<file path="src/rtl/phsv_pkg.sv">
package phsv_pkg;

  // Field widths.
  localparam int unsigned CH_W   = 8;   // one color channel
  localparam int unsigned NUM_W  = 17;  // divider numerator and remainder
  localparam int unsigned DEN_W  = 9;   // divider denominator
  localparam int unsigned QUO_W  = 8;   // divider quotient
  localparam int unsigned HUE_W  = 9;   // hue 0..359
  localparam int unsigned FRAC_W = 6;   // position inside a sextant, 0..59

  // Channel and HSV constants.
  localparam logic [CH_W-1:0]  CH_MAX    = 8'd255;
  localparam logic [HUE_W-1:0] HUE_FULL  = 9'd360;
  localparam logic [HUE_W-1:0] HUE_SEXT  = 9'd60;
  localparam logic [16:0]      S_SCALE   = 17'd510;
  localparam logic [16:0]      H_SCALE   = 17'd120;
  localparam logic [13:0]      PQ_HALF   = 14'd15300;

  // Constant divisions of the back conversion as reciprocal multiplies.
  // A numerator below 2**N divided by D is exact with
  // M = ceil(2**(N + ceil(log2 D)) / D) and a right shift by N + ceil(log2 D).
  localparam int unsigned NP_W    = 17;
  localparam int unsigned DIV_P   = 510;
  localparam int unsigned SHIFT_P = 26;
  localparam int unsigned RCP_P_W = 18;
  localparam logic [RCP_P_W-1:0] RECIP_P =
    RCP_P_W'(((64'd1 << SHIFT_P) + 64'(DIV_P) - 64'd1) / 64'(DIV_P));

  localparam int unsigned NQ_W    = 23;
  localparam int unsigned DIV_Q   = 30600;
  localparam int unsigned SHIFT_Q = 38;
  localparam int unsigned RCP_Q_W = 24;
  localparam logic [RCP_Q_W-1:0] RECIP_Q =
    RCP_Q_W'(((64'd1 << SHIFT_Q) + 64'(DIV_Q) - 64'd1) / 64'(DIV_Q));

  // Configuration register indexes.
  typedef enum logic [1:0] {
    REG_HUE = 2'd0,
    REG_SAT = 2'd1,
    REG_VAL = 2'd2
  } cfg_reg_e;

  // Channel holding the maximum.
  typedef enum logic [1:0] {
    MAX_RED   = 2'd0,
    MAX_GREEN = 2'd1,
    MAX_BLUE  = 2'd2
  } max_chan_e;

  // Hue sextant.
  typedef enum logic [2:0] {
    SEXT_0 = 3'd0,
    SEXT_1 = 3'd1,
    SEXT_2 = 3'd2,
    SEXT_3 = 3'd3,
    SEXT_4 = 3'd4,
    SEXT_5 = 3'd5
  } sextant_e;

  // Operands of the two divisions done side by side.
  typedef struct packed {
    logic [NUM_W-1:0] num_s;
    logic [DEN_W-1:0] den_s;
    logic [NUM_W-1:0] num_h;
    logic [DEN_W-1:0] den_h;
  } div_op_t;

  // Pixel data that rides along the divider.
  typedef struct packed {
    logic             pass;
    logic [CH_W-1:0]  red;
    logic [CH_W-1:0]  green;
    logic [CH_W-1:0]  blue;
    logic [CH_W-1:0]  alpha;
    logic [CH_W-1:0]  val;
    logic [HUE_W-1:0] hue_base;
  } div_side_t;

endpackage

</file>
<file path="src/rtl/phsv_in_if.sv">
interface phsv_in_if;
  logic       valid;
  logic       ready;
  logic [7:0] red_in;
  logic [7:0] green_in;
  logic [7:0] blue_in;
  logic [7:0] alpha_in;

  modport source (output valid, output red_in, output green_in, output blue_in,
                  output alpha_in, input ready);
  modport sink (input valid, input red_in, input green_in, input blue_in,
                input alpha_in, output ready);
endinterface

</file>
<file path="src/rtl/phsv_out_if.sv">
interface phsv_out_if;
  logic       valid;
  logic       ready;
  logic [7:0] red_out;
  logic [7:0] green_out;
  logic [7:0] blue_out;
  logic [7:0] alpha_out;

  modport source (output valid, output red_out, output green_out, output blue_out,
                  output alpha_out, input ready);
  modport sink (input valid, input red_out, input green_out, input blue_out,
                input alpha_out, output ready);
endinterface

</file>
<file path="src/rtl/pixel_hsv_adjust_core.sv">
// An accepted input word passes register A, the divider stages and registers B to G.
// Throughput: one pixel per clock while the output is not stalled; every stage holds
// its own valid bit, so bubbles close up while the output is stalled.
// The eight-stage divider for saturation and hue sets the depth of the pipeline.
// Reset clears all valid bits and sets the three shift registers to zero.
module pixel_hsv_adjust_core import phsv_pkg::*; (
  input  logic              clk_i,
  input  logic              rst_ni,
  phsv_in_if.sink           pix_i,
  phsv_out_if.source        pix_o,
  input  logic              psel,
  input  logic              penable,
  input  logic              pwrite,
  input  logic [3:0]        paddr,
  input  logic [31:0]       pwdata,
  output logic [31:0]       prdata,
  output logic              pready
);

  // Configuration registers.
  logic signed [9:0] hue_shift_q;
  logic signed [8:0] sat_shift_q;
  logic signed [8:0] val_shift_q;
  logic              cfg_wr;

  assign pready = 1'b1;
  assign cfg_wr = psel && penable && pwrite;

  always_ff @(posedge clk_i or negedge rst_ni) begin
    if (!rst_ni) begin
      hue_shift_q <= '0;
      sat_shift_q <= '0;
      val_shift_q <= '0;
    end else if (cfg_wr) begin
      case (cfg_reg_e'(paddr[3:2]))
        REG_HUE: hue_shift_q <= pwdata[9:0];
        REG_SAT: sat_shift_q <= pwdata[8:0];
        REG_VAL: val_shift_q <= pwdata[8:0];
        default: ;
      endcase
    end
  end

  always_comb begin
    case (cfg_reg_e'(paddr[3:2]))
      REG_HUE: prdata = {{22{hue_shift_q[9]}}, hue_shift_q};
      REG_SAT: prdata = {{23{sat_shift_q[8]}}, sat_shift_q};
      REG_VAL: prdata = {{23{val_shift_q[8]}}, val_shift_q};
      default: prdata = '0;
    endcase
  end

  // Handshake chain, back to front.
  logic rdy_a, rdy_div, rdy_b, rdy_c, rdy_d, rdy_e, rdy_f, rdy_g;
  logic a_vld_q, div_vld, b_vld_q, c_vld_q, d_vld_q, e_vld_q, f_vld_q, g_vld_q;

  assign rdy_g = !g_vld_q || pix_o.ready;
  assign rdy_f = !f_vld_q || rdy_g;
  assign rdy_e = !e_vld_q || rdy_f;
  assign rdy_d = !d_vld_q || rdy_e;
  assign rdy_c = !c_vld_q || rdy_d;
  assign rdy_b = !b_vld_q || rdy_c;
  assign rdy_a = !a_vld_q || rdy_div;
  assign pix_i.ready = rdy_a;

  // Stage A: max, min, delta and the division operands.
  logic [CH_W-1:0]  mx, mn, delta, hx;
  logic [HUE_W-1:0] hbase;
  max_chan_e        which;
  div_op_t          a_op_d, a_op_q;
  div_side_t        a_side_d, a_side_q;

  always_comb begin
    mx    = pix_i.red_in;
    mn    = pix_i.red_in;
    which = MAX_RED;
    if (pix_i.green_in > mx) begin
      mx    = pix_i.green_in;
      which = MAX_GREEN;
    end
    if (pix_i.blue_in > mx) begin
      mx    = pix_i.blue_in;
      which = MAX_BLUE;
    end
    if (pix_i.green_in < mn) mn = pix_i.green_in;
    if (pix_i.blue_in < mn) mn = pix_i.blue_in;
    delta = mx - mn;

    // The hue numerator term always lies in 0..delta.
    case (which)
      MAX_RED: begin
        if (pix_i.green_in >= pix_i.blue_in) begin
          hx    = pix_i.green_in - pix_i.blue_in;
          hbase = 9'd0;
        end else begin
          hx    = delta - (pix_i.blue_in - pix_i.green_in);
          hbase = 9'd300;
        end
      end
      MAX_GREEN: begin
        if (pix_i.blue_in > pix_i.red_in) begin
          hx    = pix_i.blue_in - pix_i.red_in;
          hbase = 9'd120;
        end else begin
          hx    = delta - (pix_i.red_in - pix_i.blue_in);
          hbase = 9'd60;
        end
      end
      default: begin
        if (pix_i.red_in > pix_i.green_in) begin
          hx    = pix_i.red_in - pix_i.green_in;
          hbase = 9'd240;
        end else begin
          hx    = delta - (pix_i.green_in - pix_i.red_in);
          hbase = 9'd180;
        end
      end
    endcase

    a_op_d.num_s = NUM_W'(delta) * S_SCALE + NUM_W'(mx);
    a_op_d.den_s = {mx, 1'b0};
    a_op_d.num_h = NUM_W'(hx) * H_SCALE + NUM_W'(delta);
    a_op_d.den_h = {delta, 1'b0};

    a_side_d.pass     = (pix_i.alpha_in == '0) ||
                        ((pix_i.red_in == pix_i.green_in) &&
                         (pix_i.green_in == pix_i.blue_in));
    a_side_d.red      = pix_i.red_in;
    a_side_d.green    = pix_i.green_in;
    a_side_d.blue     = pix_i.blue_in;
    a_side_d.alpha    = pix_i.alpha_in;
    a_side_d.val      = mx;
    a_side_d.hue_base = hbase;
  end

  always_ff @(posedge clk_i or negedge rst_ni) begin
    if (!rst_ni) begin
      a_vld_q <= 1'b0;
    end else if (rdy_a) begin
      a_vld_q <= pix_i.valid;
    end
  end

  always_ff @(posedge clk_i) begin
    if (rdy_a && pix_i.valid) begin
      a_op_q   <= a_op_d;
      a_side_q <= a_side_d;
    end
  end

  // Saturation and hue divisions.
  logic [QUO_W-1:0]       quo_s, quo_h;
  logic [$bits(div_side_t)-1:0] div_side_raw;
  div_side_t              div_side;

  phsv_divider #(
    .SIDE_W ($bits(div_side_t))
  ) u_div (
    .clk_i       (clk_i),
    .rst_ni      (rst_ni),
    .in_valid_i  (a_vld_q),
    .in_ready_o  (rdy_div),
    .in_op_i     (a_op_q),
    .in_side_i   (a_side_q),
    .out_valid_o (div_vld),
    .out_ready_i (rdy_b),
    .out_quo_s_o (quo_s),
    .out_quo_h_o (quo_h),
    .out_side_o  (div_side_raw)
  );

  assign div_side = div_side_t'(div_side_raw);

  // Stage B: add the shifts, wrap the hue, clamp saturation and value.
  logic signed [11:0] hsum;
  logic signed [10:0] ssum, vsum;
  logic [HUE_W-1:0]   b_hue_d, b_hue_q;
  logic [CH_W-1:0]    b_sat_d, b_sat_q, b_val_d, b_val_q;
  div_side_t          b_side_q;

  always_comb begin
    hsum = $signed({3'b000, div_side.hue_base}) + $signed({4'b0000, quo_h}) +
           $signed({{2{hue_shift_q[9]}}, hue_shift_q});
    if (hsum > 12'sd360) hsum = hsum - 12'sd360;
    if (hsum < 12'sd0) hsum = hsum + 12'sd360;
    if (hsum >= 12'sd360) hsum = hsum - 12'sd360;
    if (hsum < 12'sd0) hsum = hsum + 12'sd360;
    b_hue_d = hsum[HUE_W-1:0];

    ssum = $signed({3'b000, quo_s}) + $signed({{2{sat_shift_q[8]}}, sat_shift_q});
    if (ssum > 11'sd255) b_sat_d = CH_MAX;
    else if (ssum < 11'sd0) b_sat_d = '0;
    else b_sat_d = ssum[CH_W-1:0];

    vsum = $signed({3'b000, div_side.val}) + $signed({{2{val_shift_q[8]}}, val_shift_q});
    if (vsum > 11'sd255) b_val_d = CH_MAX;
    else if (vsum < 11'sd0) b_val_d = '0;
    else b_val_d = vsum[CH_W-1:0];
  end

  always_ff @(posedge clk_i or negedge rst_ni) begin
    if (!rst_ni) begin
      b_vld_q <= 1'b0;
    end else if (rdy_b) begin
      b_vld_q <= div_vld;
    end
  end

  always_ff @(posedge clk_i) begin
    if (rdy_b && div_vld) begin
      b_hue_q  <= b_hue_d;
      b_sat_q  <= b_sat_d;
      b_val_q  <= b_val_d;
      b_side_q <= div_side;
    end
  end

  // Stage C: sextant and position inside it.
  sextant_e          c_sext_d, c_sext_q;
  logic [HUE_W-1:0]  c_base;
  logic [HUE_W-1:0]  c_fdiff;
  logic [FRAC_W-1:0] c_frac_q;
  logic [CH_W-1:0]   c_sat_q, c_val_q;
  div_side_t         c_side_q;

  always_comb begin
    if (b_hue_q >= 9'd300) begin
      c_sext_d = SEXT_5;
      c_base   = 9'd300;
    end else if (b_hue_q >= 9'd240) begin
      c_sext_d = SEXT_4;
      c_base   = 9'd240;
    end else if (b_hue_q >= 9'd180) begin
      c_sext_d = SEXT_3;
      c_base   = 9'd180;
    end else if (b_hue_q >= 9'd120) begin
      c_sext_d = SEXT_2;
      c_base   = 9'd120;
    end else if (b_hue_q >= HUE_SEXT) begin
      c_sext_d = SEXT_1;
      c_base   = HUE_SEXT;
    end else begin
      c_sext_d = SEXT_0;
      c_base   = 9'd0;
    end
    c_fdiff = b_hue_q - c_base;
  end

  always_ff @(posedge clk_i or negedge rst_ni) begin
    if (!rst_ni) begin
      c_vld_q <= 1'b0;
    end else if (rdy_c) begin
      c_vld_q <= b_vld_q;
    end
  end

  always_ff @(posedge clk_i) begin
    if (rdy_c && b_vld_q) begin
      c_sext_q <= c_sext_d;
      c_frac_q <= c_fdiff[FRAC_W-1:0];
      c_sat_q  <= b_sat_q;
      c_val_q  <= b_val_q;
      c_side_q <= b_side_q;
    end
  end

  // Stage D: saturation products.
  logic [13:0]       d_sf_q, d_st_q;
  logic [CH_W-1:0]   d_pinv_q, d_val_q;
  logic              d_szero_q;
  sextant_e          d_sext_q;
  div_side_t         d_side_q;
  logic [FRAC_W-1:0] c_rest;

  assign c_rest = FRAC_W'(HUE_SEXT) - c_frac_q;

  always_ff @(posedge clk_i or negedge rst_ni) begin
    if (!rst_ni) begin
      d_vld_q <= 1'b0;
    end else if (rdy_d) begin
      d_vld_q <= c_vld_q;
    end
  end

  always_ff @(posedge clk_i) begin
    if (rdy_d && c_vld_q) begin
      d_sf_q    <= 14'(c_sat_q) * 14'(c_frac_q);
      d_st_q    <= 14'(c_sat_q) * 14'(c_rest);
      d_pinv_q  <= CH_MAX - c_sat_q;
      d_szero_q <= c_sat_q == '0;
      d_val_q   <= c_val_q;
      d_sext_q  <= c_sext_q;
      d_side_q  <= c_side_q;
    end
  end

  // Stage E: numerators of p, q and t.
  logic [NP_W-1:0] e_np_q;
  logic [NQ_W-1:0] e_nq_q, e_nt_q;
  logic [13:0]     d_qterm, d_tterm;
  logic [CH_W-1:0] e_val_q;
  logic            e_szero_q;
  sextant_e        e_sext_q;
  div_side_t       e_side_q;

  assign d_qterm = PQ_HALF - d_sf_q;
  assign d_tterm = PQ_HALF - d_st_q;

  always_ff @(posedge clk_i or negedge rst_ni) begin
    if (!rst_ni) begin
      e_vld_q <= 1'b0;
    end else if (rdy_e) begin
      e_vld_q <= d_vld_q;
    end
  end

  always_ff @(posedge clk_i) begin
    if (rdy_e && d_vld_q) begin
      e_np_q    <= ((NP_W'(d_val_q) * NP_W'(d_pinv_q)) << 1) + NP_W'(CH_MAX);
      e_nq_q    <= ((NQ_W'(d_val_q) * NQ_W'(d_qterm)) << 1) + NQ_W'(PQ_HALF);
      e_nt_q    <= ((NQ_W'(d_val_q) * NQ_W'(d_tterm)) << 1) + NQ_W'(PQ_HALF);
      e_val_q   <= d_val_q;
      e_szero_q <= d_szero_q;
      e_sext_q  <= d_sext_q;
      e_side_q  <= d_side_q;
    end
  end

  // Stage F: constant divisions by reciprocal multiplication.
  logic [NP_W+RCP_P_W-1:0] prod_p;
  logic [NQ_W+RCP_Q_W-1:0] prod_q, prod_t;
  logic [CH_W-1:0]         f_p_q, f_q_q, f_t_q, f_val_q;
  logic                    f_szero_q;
  sextant_e                f_sext_q;
  div_side_t               f_side_q;

  assign prod_p = (NP_W+RCP_P_W)'(e_np_q) * (NP_W+RCP_P_W)'(RECIP_P);
  assign prod_q = (NQ_W+RCP_Q_W)'(e_nq_q) * (NQ_W+RCP_Q_W)'(RECIP_Q);
  assign prod_t = (NQ_W+RCP_Q_W)'(e_nt_q) * (NQ_W+RCP_Q_W)'(RECIP_Q);

  always_ff @(posedge clk_i or negedge rst_ni) begin
    if (!rst_ni) begin
      f_vld_q <= 1'b0;
    end else if (rdy_f) begin
      f_vld_q <= e_vld_q;
    end
  end

  always_ff @(posedge clk_i) begin
    if (rdy_f && e_vld_q) begin
      f_p_q     <= prod_p[SHIFT_P +: CH_W];
      f_q_q     <= prod_q[SHIFT_Q +: CH_W];
      f_t_q     <= prod_t[SHIFT_Q +: CH_W];
      f_val_q   <= e_val_q;
      f_szero_q <= e_szero_q;
      f_sext_q  <= e_sext_q;
      f_side_q  <= e_side_q;
    end
  end

  // Stage G: pick the output channels.
  logic [CH_W-1:0] g_red_d, g_green_d, g_blue_d;
  logic [CH_W-1:0] g_red_q, g_green_q, g_blue_q, g_alpha_q;
  logic            g_grey_q;

  always_comb begin
    if (f_side_q.pass) begin
      g_red_d   = f_side_q.red;
      g_green_d = f_side_q.green;
      g_blue_d  = f_side_q.blue;
    end else if (f_szero_q) begin
      g_red_d   = f_val_q;
      g_green_d = f_val_q;
      g_blue_d  = f_val_q;
    end else begin
      case (f_sext_q)
        SEXT_0: begin
          g_red_d = f_val_q; g_green_d = f_t_q; g_blue_d = f_p_q;
        end
        SEXT_1: begin
          g_red_d = f_q_q; g_green_d = f_val_q; g_blue_d = f_p_q;
        end
        SEXT_2: begin
          g_red_d = f_p_q; g_green_d = f_val_q; g_blue_d = f_t_q;
        end
        SEXT_3: begin
          g_red_d = f_p_q; g_green_d = f_q_q; g_blue_d = f_val_q;
        end
        SEXT_4: begin
          g_red_d = f_t_q; g_green_d = f_p_q; g_blue_d = f_val_q;
        end
        default: begin
          g_red_d = f_val_q; g_green_d = f_p_q; g_blue_d = f_q_q;
        end
      endcase
    end
  end

  always_ff @(posedge clk_i or negedge rst_ni) begin
    if (!rst_ni) begin
      g_vld_q <= 1'b0;
    end else if (rdy_g) begin
      g_vld_q <= f_vld_q;
    end
  end

  always_ff @(posedge clk_i) begin
    if (rdy_g && f_vld_q) begin
      g_red_q   <= g_red_d;
      g_green_q <= g_green_d;
      g_blue_q  <= g_blue_d;
      g_alpha_q <= f_side_q.alpha;
      g_grey_q  <= !f_side_q.pass && f_szero_q;
    end
  end

  assign pix_o.valid     = g_vld_q;
  assign pix_o.red_out   = g_red_q;
  assign pix_o.green_out = g_green_q;
  assign pix_o.blue_out  = g_blue_q;
  assign pix_o.alpha_out = g_alpha_q;

  // A stalled output word is never dropped.
  a_out_hold: assert property (@(posedge clk_i) disable iff (!rst_ni)
    g_vld_q && !pix_o.ready |=> g_vld_q)
    else $error("output word lost while stalled");

  // An empty input stage always takes a word.
  a_in_free: assert property (@(posedge clk_i) disable iff (!rst_ni)
    !a_vld_q |-> pix_i.ready)
    else $error("input refused with empty first stage");

  // The position inside a sextant of the wrapped hue stays below 60.
  a_hue_range: assert property (@(posedge clk_i) disable iff (!rst_ni)
    c_vld_q |-> (c_frac_q < FRAC_W'(HUE_SEXT)))
    else $error("hue position outside its sextant");

  // Zero saturation gives a grey output word.
  a_grey_out: assert property (@(posedge clk_i) disable iff (!rst_ni)
    g_vld_q && g_grey_q |-> (g_red_q == g_green_q) && (g_green_q == g_blue_q))
    else $error("zero saturation did not give grey");

endmodule

</file>
<file path="src/rtl/phsv_divider.sv">
// Pipelined restoring divider, two lanes side by side, one quotient bit per stage.
// Each quotient must be known to fit in QUO_W bits.
module phsv_divider import phsv_pkg::*; #(
  parameter int SIDE_W = 1
) (
  input  logic              clk_i,
  input  logic              rst_ni,
  input  logic              in_valid_i,
  output logic              in_ready_o,
  input  div_op_t           in_op_i,
  input  logic [SIDE_W-1:0] in_side_i,
  output logic              out_valid_o,
  input  logic              out_ready_i,
  output logic [QUO_W-1:0]  out_quo_s_o,
  output logic [QUO_W-1:0]  out_quo_h_o,
  output logic [SIDE_W-1:0] out_side_o
);

  typedef struct packed {
    logic [NUM_W-1:0] rem_s;
    logic [NUM_W-1:0] rem_h;
    logic [DEN_W-1:0] den_s;
    logic [DEN_W-1:0] den_h;
    logic [QUO_W-1:0] quo_s;
    logic [QUO_W-1:0] quo_h;
  } lane_t;

  lane_t             stage_q [QUO_W];
  logic [SIDE_W-1:0] side_q  [QUO_W];
  logic [QUO_W-1:0]  vld_q;
  logic [QUO_W:0]    rdy;

  assign rdy[QUO_W] = out_ready_i;
  assign in_ready_o = rdy[0];

  for (genvar k = 0; k < QUO_W; k++) begin : g_stage
    localparam int SH = QUO_W - 1 - k;
    lane_t             src;
    lane_t             nxt;
    logic              src_vld;
    logic [SIDE_W-1:0] src_side;
    logic [NUM_W-1:0]  dsh_s;
    logic [NUM_W-1:0]  dsh_h;
    logic              ge_s;
    logic              ge_h;

    // The first stage starts from the operands, the others from the stage before.
    if (k == 0) begin : g_first
      always_comb begin
        src.rem_s = in_op_i.num_s;
        src.rem_h = in_op_i.num_h;
        src.den_s = in_op_i.den_s;
        src.den_h = in_op_i.den_h;
        src.quo_s = '0;
        src.quo_h = '0;
      end
      assign src_vld  = in_valid_i;
      assign src_side = in_side_i;
    end else begin : g_next
      assign src      = stage_q[k-1];
      assign src_vld  = vld_q[k-1];
      assign src_side = side_q[k-1];
    end

    // Trial subtraction of the shifted divisor in both lanes.
    always_comb begin
      dsh_s     = NUM_W'(src.den_s) << SH;
      dsh_h     = NUM_W'(src.den_h) << SH;
      ge_s      = src.rem_s >= dsh_s;
      ge_h      = src.rem_h >= dsh_h;
      nxt       = src;
      nxt.rem_s = ge_s ? src.rem_s - dsh_s : src.rem_s;
      nxt.rem_h = ge_h ? src.rem_h - dsh_h : src.rem_h;
      nxt.quo_s = {src.quo_s[QUO_W-2:0], ge_s};
      nxt.quo_h = {src.quo_h[QUO_W-2:0], ge_h};
    end

    assign rdy[k] = !vld_q[k] || rdy[k+1];

    always_ff @(posedge clk_i or negedge rst_ni) begin
      if (!rst_ni) begin
        vld_q[k] <= 1'b0;
      end else if (rdy[k]) begin
        vld_q[k] <= src_vld;
      end
    end

    always_ff @(posedge clk_i) begin
      if (rdy[k] && src_vld) begin
        stage_q[k] <= nxt;
        side_q[k]  <= src_side;
      end
    end
  end

  assign out_valid_o = vld_q[QUO_W-1];
  assign out_quo_s_o = stage_q[QUO_W-1].quo_s;
  assign out_quo_h_o = stage_q[QUO_W-1].quo_h;
  assign out_side_o  = side_q[QUO_W-1];

endmodule

</file>
<file path="src/flat_wrapper.sv">
// flat-port wrapper written by rule: the top's interface ports become plain ports
module pixel_hsv_adjust_core_flat import phsv_pkg::*;
  (clk_i, rst_ni, psel, penable, pwrite, paddr, pwdata, prdata, pready, pix_i_valid, pix_i_red_in, pix_i_green_in, pix_i_blue_in, pix_i_alpha_in, pix_i_ready, pix_o_valid, pix_o_red_out, pix_o_green_out, pix_o_blue_out, pix_o_alpha_out, pix_o_ready);
  phsv_in_if pix_i_i ();
  phsv_out_if pix_o_i ();
  input  logic clk_i;
  input  logic rst_ni;
  input  logic psel;
  input  logic penable;
  input  logic pwrite;
  input  logic [3:0] paddr;
  input  logic [31:0] pwdata;
  output logic [31:0] prdata;
  output logic pready;
  input wire logic [$bits(pix_i_i.valid)-1:0] pix_i_valid;
  input wire logic [$bits(pix_i_i.red_in)-1:0] pix_i_red_in;
  input wire logic [$bits(pix_i_i.green_in)-1:0] pix_i_green_in;
  input wire logic [$bits(pix_i_i.blue_in)-1:0] pix_i_blue_in;
  input wire logic [$bits(pix_i_i.alpha_in)-1:0] pix_i_alpha_in;
  output wire logic [$bits(pix_i_i.ready)-1:0] pix_i_ready;
  output wire logic [$bits(pix_o_i.valid)-1:0] pix_o_valid;
  output wire logic [$bits(pix_o_i.red_out)-1:0] pix_o_red_out;
  output wire logic [$bits(pix_o_i.green_out)-1:0] pix_o_green_out;
  output wire logic [$bits(pix_o_i.blue_out)-1:0] pix_o_blue_out;
  output wire logic [$bits(pix_o_i.alpha_out)-1:0] pix_o_alpha_out;
  input wire logic [$bits(pix_o_i.ready)-1:0] pix_o_ready;
  assign pix_i_i.valid = pix_i_valid;
  assign pix_i_i.red_in = pix_i_red_in;
  assign pix_i_i.green_in = pix_i_green_in;
  assign pix_i_i.blue_in = pix_i_blue_in;
  assign pix_i_i.alpha_in = pix_i_alpha_in;
  assign pix_i_ready = pix_i_i.ready;
  assign pix_o_valid = pix_o_i.valid;
  assign pix_o_red_out = pix_o_i.red_out;
  assign pix_o_green_out = pix_o_i.green_out;
  assign pix_o_blue_out = pix_o_i.blue_out;
  assign pix_o_alpha_out = pix_o_i.alpha_out;
  assign pix_o_i.ready = pix_o_ready;
  pixel_hsv_adjust_core u_core (.clk_i(clk_i), .rst_ni(rst_ni), .pix_i(pix_i_i), .pix_o(pix_o_i), .psel(psel), .penable(penable), .pwrite(pwrite), .paddr(paddr), .pwdata(pwdata), .prdata(prdata), .pready(pready));
endmodule
</file>
<file path="config.mk">
export PLATFORM = sky130hd
export DESIGN_NAME = pixel_hsv_adjust_core_flat
export DESIGN_NICKNAME = d
export VERILOG_FILES = /design/src/rtl/phsv_pkg.sv /design/src/rtl/phsv_in_if.sv /design/src/rtl/phsv_out_if.sv /design/src/rtl/pixel_hsv_adjust_core.sv /design/src/rtl/phsv_divider.sv /design/src/flat_wrapper.sv
export SDC_FILE = /design/constraint.sdc
export NUM_CORES = 2
export LEC_CHECK = 0
export BUFFER_PORTS_ARGS = -buffer_cell sky130_fd_sc_hd__buf_2
export CAP_MARGIN = 20
export CORE_MARGIN = 2
export CORE_UTILIZATION = 45
export DETAILED_ROUTE_END_ITERATION = 8
export PLACE_DENSITY_LB_ADDON = 0.08
export REMOVE_ABC_BUFFERS = 1
export SKIP_CTS_REPAIR_TIMING = 1
export SYNTH_ARGS = -nofsm -noshare
export SYNTH_HDL_FRONTEND = slang
export SYNTH_SLANG_ARGS = --single-unit
</file>
<file path="constraint.sdc">
create_clock -name clk_i -period 7.01 [get_ports clk_i]
set_input_delay 1.402 -clock clk_i [delete_from_list [all_inputs] [get_ports clk_i]]
set_output_delay 1.402 -clock clk_i [all_outputs]
set_load 0.02 [all_outputs]
</file>
==> run_results.csv <==
group,metric,value,unit
outcome,status,"complete, but fails checks",
outcome,failed_checks,"negative setup slack",
cells_and_area,final_nets,9308,
placed_design,gp_congestion,0.860,
grt,antenna_found_initial,10,
timing,max_slew_margin,31.7,%
timing,layout_setup_ws,-2.79,ns
placed_design,place_area,91200,um^2
grt,grt_pass1_vias,53100,
worst_setup_path,slowest_stage,"fa_1",
timing,period_minus_slack,9.80,ns
floorplan,num_rows,159,
cells_and_area,drive_above_1_share,14.5,%
grt,grt_usage,19.1,%
placed_design,port_buffers,116,
routing,viasPerCell,4.96,
yosys,synthFlopType,"edfxtp_1",
cells_and_area,fin_area,97500,um^2
clock_tree,cts_made_buffers,139,
clock_tree,clock-sinks,1252,
worst_setup_path,critPathLaunchType,"input pin",
worst_setup_path,arrival,10.34,ns
floorplan,die_h,437,um
timing,setup_violations,25,
timing,fmax,0.102,GHz
yosys,async_reset_ff_share,3.43,%
worst_setup_path,slowest_delay,0.56,ns
floorplan,pin_count,142,
clock_tree,clk_path_buf_depth,3,
yosys,avgSynthCellArea,12.0,um^2
floorplan,core_area,187000,um^2
cells_and_area,layout_common_cells,"edfxtp_1 (1209), inv_1 (1182), ha_1 (977)",
timing,slew_viol_final,0,
timing,post-route-period-util,140,%
worst_hold_path,hold_depth,0,
routing,drt_wl_total,179000,um
routing,vias,50800,
run,cap_violations,0,
clock_tree,cts_max_level,4,
placed_design,dp.final_hpwl,143000,um
worst_setup_path,end_kind,"register",
clock_tree,cts_tree,"built",
timing,final_hold_viol_count,0,
routing,wl_per_cell,17.5,um
worst_setup_path,critPathMaxFanout,6,
timing,worst_pin_slew,1.02,ns
worst_setup_path,crit_buf_inv,13,
worst_setup_path,critPathTopFamily,"adder cells",
cells_and_area,syn_to_final_growth,15.3,%
grt,grt_overflow,0,
clock_tree,clk_transition_reported_paths,0.06,ns
timing,skew,0.0385,ns
routing,dr.pass1.iters,5,
cells_and_area,final_common_cell,"edfxtp_1",
yosys,ys_types,96,
floorplan,start_util,45.2,%
worst_setup_path,r2r_cells,28,
worst_setup_path,crit_type,"input pin to register",
worst_setup_path,path_depth,51,
worst_hold_path,min_path_type,"register to register",
yosys,syn_area,84500,um^2
routing,first_iter_violations,2310,
routing,drt.antenna.violating_nets,0,
floorplan,die_x,437,um
yosys,synth_edf_count,1209,
floorplan,fp.dieArea,191000,um^2
worst_setup_path,required,7.55,ns
clock_tree,clockRootBuffer,"clkbuf_16",
grt,grt_max_degree,70,
timing,rsz0062_at_grt,"yes",
routing,drc,0,
yosys,yosysSeqAreaShare,44.2,%
yosys,syn_inst,7017,
yosys,ys_ff_latch,1252,
grt,grt_pass1_wl,289000,um
clock_tree,worstSkewPairLatency,0.79,ns
yosys,synth_warnings,0,
==> registers in the layout, indices dropped and copies added, names as in the netlist, 21 cells and up <==
name	cells
u_core.a_op_q	45
u_core.d_side_q	33
u_core.f_side_q	33
u_core.c_side_q	33
u_core.e_nq_q	21
u_core.u_div.stage_q	403
u_core.e_side_q	33
u_core.a_side_q	40
u_core.e_nt_q	22
u_core.b_side_q	33
u_core.u_div.side_q	320
==> cell families (layout without fill, tap and decap cells) <==
group                      count (synthesis)  count (layout)  synth area share, %
AOI/OAI and AO/OA                        966             966                 7.26
xor gates and xnor gates                 406             406                 4.23
adders and majority gates               1607            1607                 29.0
buffers and inverters                   1346            2074                 6.11
DFF                                     1252            1252                 44.2
muxes                                    111             111                 1.38
other                                      1               2              0.00444
and+or+nand+nor                         1328            1328                 7.80
==> final timing paths <==
check	from	end	slack (ns)
worst max register to register	u_core.e_nt_q[18]	u_core.f_t_q[6]	0.20
worst max-delay path	pix_i_red_in[0]	u_core.a_op_q[23]	-2.79
worst min-delay path	u_core.u_div.side_q[1][53]	u_core.u_div.side_q[1][103]	0.39
worst min register to register	u_core.u_div.side_q[1][53]	u_core.u_div.side_q[1][103]	0.39
min in group asynchronous	rst_ni	u_core.a_vld_q	0.71
max in group asynchronous	rst_ni	u_core.hue_shift_q[1]	5.75
==> cell usage after synthesis, types with 10 or more instances <==
| master | count | area share (%) |
|---|---|---|
| buf_4 | 24 | 0.21 |
| nand2_1 | 413 | 1.8 |
| o31ai_1 | 14 | 0.12 |
| nand2b_1 | 77 | 0.57 |
| mux2i_1 | 64 | 0.76 |
| mux2_2 | 47 | 0.63 |
| o21ai_0 | 203 | 1.2 |
| a22oi_1 | 11 | 0.098 |
| o311ai_0 | 10 | 0.10 |
| o2111ai_1 | 10 | 0.10 |
| or4_1 | 10 | 0.089 |
| nor2b_1 | 72 | 0.53 |
| fa_1 | 589 | 14 |
| ha_1 | 1013 | 15 |
| and3_1 | 21 | 0.16 |
| and2_1 | 191 | 1.4 |
| nand4_1 | 44 | 0.33 |
| xor2_1 | 132 | 1.4 |
| nand3_1 | 55 | 0.33 |
| xnor2_1 | 271 | 2.8 |
| buf_1 | 10 | 0.044 |
| edfxtp_1 | 1209 | 43 |
| o21bai_1 | 77 | 0.68 |
| nor3b_1 | 10 | 0.089 |
| o22ai_1 | 11 | 0.081 |
| clkbuf_1 | 94 | 0.42 |
| a21o_1 | 125 | 1.1 |
| nor4_1 | 30 | 0.22 |
| or2_2 | 26 | 0.19 |
| nor3_1 | 56 | 0.33 |
| or3_1 | 14 | 0.10 |
| a211oi_1 | 30 | 0.27 |
| a31oi_1 | 10 | 0.074 |
| nand3b_1 | 11 | 0.098 |
| a21oi_1 | 311 | 1.8 |
| inv_1 | 1208 | 5.4 |
| nor2_1 | 268 | 1.2 |
| o21a_1 | 44 | 0.39 |
| o211ai_1 | 25 | 0.22 |
| dfrtp_1 | 43 | 1.3 |
==> final cells by class <==
cell class / instances / area (um^2)
Fill cell: 16400 / 89700
Multi-Input combinational cell: 4419 / 43200
Sequential cell: 1252 / 37400
Inverter: 1212 / 4570
Timing Repair Buffer: 607 / 4370
Clock buffer: 162 / 3560
Tap cell: 2495 / 3120
Clock inverter: 93 / 1250
Antenna cell: 1 / 2.50
==> metrics by stage <==
step           hold slack (ns)  TNS [ns]  cells  setup WS, ns  util, %
3_5_place_dp             0.405    -89.92   9951         -4.13     48.7
3_3_place_gp             0.400    -86.07   9951         -3.94     48.7
6_report                 0.388    -52.89  10200         -2.79     52.1
4_1_cts                  0.385    -66.71  10200         -3.30     51.3
2_1_floorplan            0.400   -243.95   6883         -5.35        -
5_1_grt                  0.390    -61.39  10200         -3.17     52.1
==> worst reg2reg max path: cells and delay by family (launching register included) <==
family	cells	cell delay (ns)
fa+ha+maj	8	3.38
buf+inv	6	0.52
xor+xnor	1	0.09
flops	1	0.43
compound gates	13	2.18
==> metal layers <==
layer  vias to the layer above  part of all wire [%]  global-route usage (%)
li1                      25100                     -                       -
met1                     24900                    43                    23.9
met2                       527                    53                    35.4
met3                       202                   2.3                    2.31
met4                         0                   1.8                    3.57
met5                         -                     0                       0
Power is left out: the tool's default activity adds up to more than one toggle a clock period on the data nets, which glitch-free logic cannot reach.
